File: config.mk
export PLATFORM = sky130hd
export DESIGN_NAME = vref_isqrt
export DESIGN_NICKNAME = d
export VERILOG_FILES = /design/src/vref_isqrt.sv
export SDC_FILE = /design/constraint.sdc
export NUM_CORES = 2
export LEC_CHECK = 0
export BUFFER_PORTS_ARGS = -buffer_cell sky130_fd_sc_hd__buf_2
export CORE_MARGIN = 1
export CORE_UTILIZATION = 35
export CTS_CLUSTER_SIZE = 14
export DETAILED_ROUTE_END_ITERATION = 7
export GPL_TIMING_DRIVEN = 1
export PLACE_DENSITY = 0.54
export SLEW_MARGIN = 15
export SYNTH_ARGS = -nofsm -noshare
export SYNTH_HDL_FRONTEND = slang
export SYNTH_SLANG_ARGS = --single-unit
File: constraint.sdc
create_clock -name clock -period 3.6 [get_ports clock]
set_input_delay 0.36 -clock clock [delete_from_list [all_inputs] [get_ports clock]]
set_output_delay 0.36 -clock clock [all_outputs]
set_load 0.01 [all_outputs]
File: src/vref_isqrt.sv
// pipelined floor square root, one root bit per register stage
module vref_isqrt #(
   parameter int RAD_W = 46
) (
   input  logic clock,
   input  logic reset,
   input  logic in_valid,
   input  logic [RAD_W-1:0] in_rad,
   output logic out_valid,
   output logic [RAD_W/2-1:0] out_root
);

   localparam int ROOT_W = RAD_W / 2;

   logic vld_ff [ROOT_W];
   logic [ROOT_W+1:0] rem_ff [ROOT_W];
   logic [ROOT_W-1:0] root_ff [ROOT_W];
   logic [RAD_W-1:0] rad_ff [ROOT_W];

   for (genvar j = 0; j < ROOT_W; j++) begin : g_stage
      logic vld_prev;
      logic [ROOT_W+1:0] rem_prev;
      logic [ROOT_W-1:0] root_prev;
      logic [RAD_W-1:0] rad_prev;
      logic [ROOT_W+1:0] rem_sh;
      logic [ROOT_W+1:0] trial;
      logic [ROOT_W+1:0] rem_in;
      logic bit_in;

      if (j == 0) begin : g_first
         assign vld_prev = in_valid;
         assign rem_prev = '0;
         assign root_prev = '0;
         assign rad_prev = in_rad;
      end else begin : g_next
         assign vld_prev = vld_ff[j-1];
         assign rem_prev = rem_ff[j-1];
         assign root_prev = root_ff[j-1];
         assign rad_prev = rad_ff[j-1];
      end

      // bring down the next two radicand bits and try root*4+1
      assign rem_sh = {rem_prev[ROOT_W-1:0], rad_prev[RAD_W-1 -: 2]};
      assign trial = {root_prev, 2'b01};

      always_comb begin
         if (rem_sh >= trial) begin
            rem_in = rem_sh - trial;
            bit_in = 1'b1;
         end else begin
            rem_in = rem_sh;
            bit_in = 1'b0;
         end
      end

      always_ff @(posedge clock) begin
         if (reset) begin
            vld_ff[j] <= 1'b0;
         end else begin
            vld_ff[j] <= vld_prev;
         end
      end

      always_ff @(posedge clock) begin
         rem_ff[j] <= rem_in;
         root_ff[j] <= {root_prev[ROOT_W-2:0], bit_in};
         rad_ff[j] <= {rad_prev[RAD_W-3:0], 2'b00};
      end
   end

   assign out_valid = vld_ff[ROOT_W-1];
   assign out_root = root_ff[ROOT_W-1];

endmodule
# ---- Word-level counts from Yosys, hierarchy flattened
# Memory sizes are Yosys's and may differ from the RTL's.
# Index checks and enable logic that the tools add are counted.
dict set report totals {
  reg_bits 0
  ram_bits 2139
  in_bits 49
  output_inout_bits 24
  elab_cells 145
  n_memories 4
}
# name depth word_bits read_ports rd_ports_with_merged_regs wr line
set mem_list {}
lappend mem_list {rad_ff 23 44 22 0 23 18} ;# logic [RAD_W-1:0] rad_ff [ROOT_W];
lappend mem_list {rem_ff 23 25 22 0 23 16} ;# logic [ROOT_W+1:0] rem_ff [ROOT_W];
lappend mem_list {root_ff 23 23 23 0 23 17} ;# logic [ROOT_W-1:0] root_ff [ROOT_W];
lappend mem_list {vld_ff 23 1 23 0 23 15} ;# logic vld_ff [ROOT_W];
dict set report classes {
  addsub 23
  magnitude_cmp 23
  muxes 72
  bitwise_logic 23
}
# op count
set op_table {}
lappend op_table {{$mux W25} 23}
lappend op_table {{$ge A25 B25 Y1} 22}
lappend op_table {{$sub A25 B25 Y25} 22}
lappend op_table {{$mux W1} 49}
lappend op_table {{$or A1 B1 Y1} 23}
lappend op_table {{$sub A2 B1 Y3 const B} 1}
lappend op_table {{$ge A2 B1 Y1 const B} 1}

# ---- Longest topological paths before layout
dict set report depth {
  depth_word 3
  mapped_depth 13
}

# ---- Least setup slack after synthesis
# OpenSTA, ideal clock, no wires.
dict set report synth_timing {
  kind {flip-flop to flip-flop}
  from {memory root_ff[2][92] in the netlist's numbering}
  to {memory rem_ff[5][28] in the netlist's numbering}
  setup_time_ns 0.121
  arrival_time_ns 2.689
  t_required_ns 3.479
  path_slack_ns 0.790
  path_stages_with_launch 12
  period_less_slack_ns 2.810
  path_cell_list {dfxtp_1 > inv_1 > ha_1 > o21ai_0 > a211oi_2 > a221oi_1 > o31ai_1 > a41oi_1 > o211ai_2 > buf_4 > buf_2 > a21oi_1}
}
# item line
set synth_rtl {}
lappend synth_rtl {{from (decl)} 17}
lappend synth_rtl {{to (decl)} 16}

==> run summary <==
Buffers & Inverters on Critical Path - 2
PostCTS Resize Cnt - 0
CTS Buffer Depth - 3
Total core area - 0.130 mm2
Clock latency on the worst-skew pair - 0.77 ns
Leakage - 25.1 nW
WP data required - 4.27 ns
Filler cells - 12600
Compound-gate portion of the synthesized area - 11.3%
WS Path Type - register to register
Syn avg cell area - 10.4 um2
Hold Path Class - primary input to register
Diode count - 0
Finished Cell Area - 0.0540 mm2
Yosys warning total - 0
WHS Endpoint - rad_ff[0][38]$_DFF_P_
Number of max-cap violations - 0
Clock transition at the registers of the reported paths - 0.05 ns
Largest net degree at the start of global routing - 38
Slew at the pin with the worst max-slew slack - 0.841 ns
IO buf count - 72
Main combinational cell family by area after synthesis - simple AND/OR/NAND/NOR gates
GRT Total Usage - 13.4%
Post-synth EDFFs - 0
Utilization after layout - 41.5%
Seq/Total Area, Yosys - 55.6%
Syn nets - 4782
Final setup fails - 0
Routed WL - 88.5 mm
CTS Sinks - 1283
Chip Height - 365 um
Critical Path Max Stage Delay - 0.45 ns
1st-iter DRT viols - 1460
Simple-Gate Fraction of Synth Area - 12.0%
Sequential cell area - 0.0257 mm2
Final Wtd Congestion - 0.875
Rel. slew slack - 43.8%
HPWL after DPL - 66.4 mm
Ports - 73
RR Endpoint - rem_ff[4][22]$_DFF_P_
First-pass GRT wire length - 146 mm
Starting Density - 35.5%
Synthesis-to-layout area growth - 16.9%
Die span in x - 365 um
FF-to-FF path depth - 11
Largest delay contributor family on the critical path - compound AO/OA/AOI/OAI gates
Setup repair after global routing missed its margin - false
Placed Cells incl. Taps - 6215
GR Overflow Total - 0
Cell area after synthesis - 0.0462 mm2
Final Max Tran Viols - 0
CTS tree - yes
Top achievable clock speed - 311 MHz
Post-synth ARST share - 0%
Commonest non-fill, non-tap cell in the layout - dfxtp_1
Hold_sp - in_rad[38]
Worst path cell trace - inv_1 > ha_1 > o21ai_0 > a211oi_1 > a2111oi_2 > o31ai_1 > a311o_1 > a221oi_4 > buf_4 > nor4b_1 > xor2_1
XOR/XNOR Fraction of Synth Area - 7.21%
Worst VDD drop - 0.531 mV
Final Hold Fails - 0
Fraction of synthesized area in multiplexers - 2.05%
Vias per cell - 4.58
Share of post-route cells with drive strength above 1 - 9.69%
Yosys cell types - 80
Synth Area in Adders - 8.13%
Slowest cell on the critical path - a211oi_1
PD cells - 733 mW/mm2
Synth Register Bits - 1283
Worst r2r src - root_ff[1][161]$_DFF_P_
CP startpoint - root_ff[1][161]$_DFF_P_
Routed WL per cell - 13.6 um
Most frequent cells in the layout - dfxtp_1, inv_1, ha_1, nor2_1, a21oi_1
Root Driver - clkbuf_16
Area of the multi-input gates - 0.0188 mm2
Vias in the first global route - 29500
Worst Clk Skew - 0.0483 ns
Drt pass-1 iters - 7
Detail Route Antenna Nets - 0
Status - completed
Min Tclk post-route - 3.22 ns
Hold-critical path depth - 2
Num CTS Buffers - 136
DRC - 0
Fin cells - 6512
Startpoint type of the worst setup path - register
R2r setup slk - 0.38 ns
CP max FO - 11
H-tree depth - 4
Layout net count - 5012
Antenna violations before repair - 0
Arrival @ worst endpoint - 3.89 ns
Placed Area - 0.0488 mm2
DR vias - 29800
Fin crit share - 89.4%
Worst setup EP type - register
Mapped Cells - 4433
Die ar. - 0.133 mm2
Synth Flop Type - dfxtp_1
FP Rows - 132
Setup TNS Final - 0 ns
## how the worst max path moves through the flow
stage / depth (start not counted) / to
after global routing: 11 / rem_ff[4][22]$_DFF_P_
after CTS: 10 / rem_ff[4][11]$_DFF_P_
after global placement: 10 / rem_ff[4][1]$_DFF_P_
after floorplan: 11 / rem_ff[5][28]$_DFF_P_
final: 11 / rem_ff[4][22]$_DFF_P_
after detailed placement: 10 / rem_ff[4][11]$_DFF_P_
## sequential cells by signal (all words and copies together) (netlist names)
| register | cells |
|---|---|
| root_ff | 276 |
| rad_ff | 506 |
| vld_ff | 23 |
| rem_ff | 478 |
## repair_timing
item / CTS / global route
endpoints found under the setup margin: 0 / 1
setup buffers: 0 / 2
endpoints found under the hold margin: 70 / 0
hold buffers: 50 / 0
## cells by family (layout without fill, tap and decap cells)
kind of cell	after synthesis	count (layout)
multiplexers	85	85
other	1	1
XOR/XNOR	380	380
flip-flops	1283	1283
AND/OR/NAND/NOR	1104	1104
AO/OA/AOI/OAI	835	835
adder cells (fa/ha/maj)	300	300
buffers and inverters	445	782
## worst register-to-register path: stages, from the launching register on
cell	delay [ns]
dfxtp_1	0.33
inv_1	0.05
ha_1	0.34
o21ai_0	0.15
a211oi_1	0.45
a2111oi_2	0.16
o31ai_1	0.45
a311o_1	0.35
a221oi_4	0.11
buf_4	0.19
nor4b_1	0.38
xor2_1	0.17
## area by class of cell
| class | instances | share of cell area (%) |
|---|---|---|
| Sequential cell | 1283 | 47.6 |
| Multi-Input combinational cell | 2705 | 34.9 |
| Clock buffer | 189 | 7.25 |
| Tap cell | 1742 | 4.04 |
| Inverter | 374 | 2.60 |
| Timing Repair Buffer | 163 | 2.21 |
| Clock inverter | 56 | 1.43 |
## synth_stat cells, drive strengths merged (47+ instances only)
master | number | area share, %
dfxtp | 1283 | 56
inv | 373 | 3.0
ha | 300 | 8.1
nor2 | 293 | 2.4
a21oi | 288 | 3.1
nand2 | 233 | 1.9
xnor2 | 223 | 4.2
o21ai | 174 | 1.9
xor2 | 157 | 3.0
nor3 | 119 | 1.3
a21o | 87 | 1.4
mux2 | 75 | 1.8
nand3 | 72 | 0.79
nor2b | 63 | 0.85
o21a | 59 | 0.96
clkbuf | 55 | 0.45
nand2b | 54 | 0.73
nand4 | 48 | 0.65
nor4 | 47 | 0.70
## through the flow
stage          hold slack [ns]  total power [mW]  setup WS [ns]
6_report                 0.234              39.5          0.382
5_1_grt                  0.177              41.9          0.188
4_1_cts                  0.151              40.1          0.192
3_5_place_dp             0.312              25.7          0.217
3_3_place_gp             0.309              25.7          0.271
2_1_floorplan            0.310              23.7          0.790
## power by group
group          internal (mW)  leakage (nW)  total [mW]  switching (mW)
logic                   3.45          12.1        7.25            3.81
clock network           8.42          2.30        14.1            5.70
registers               16.6          10.7        18.2            1.57
total                   28.5          25.1        39.5            11.1
## per-layer routing
metal	global-route usage [%]	share of wire [%]	vias up
li1	-	-	15600
met1	17.1	47	13600
met2	22.3	46	493
met3	2.80	4.3	167
met4	4.96	2.6	0
met5	0	0	-
No activity file was read; power rests on OpenSTA's default activity.
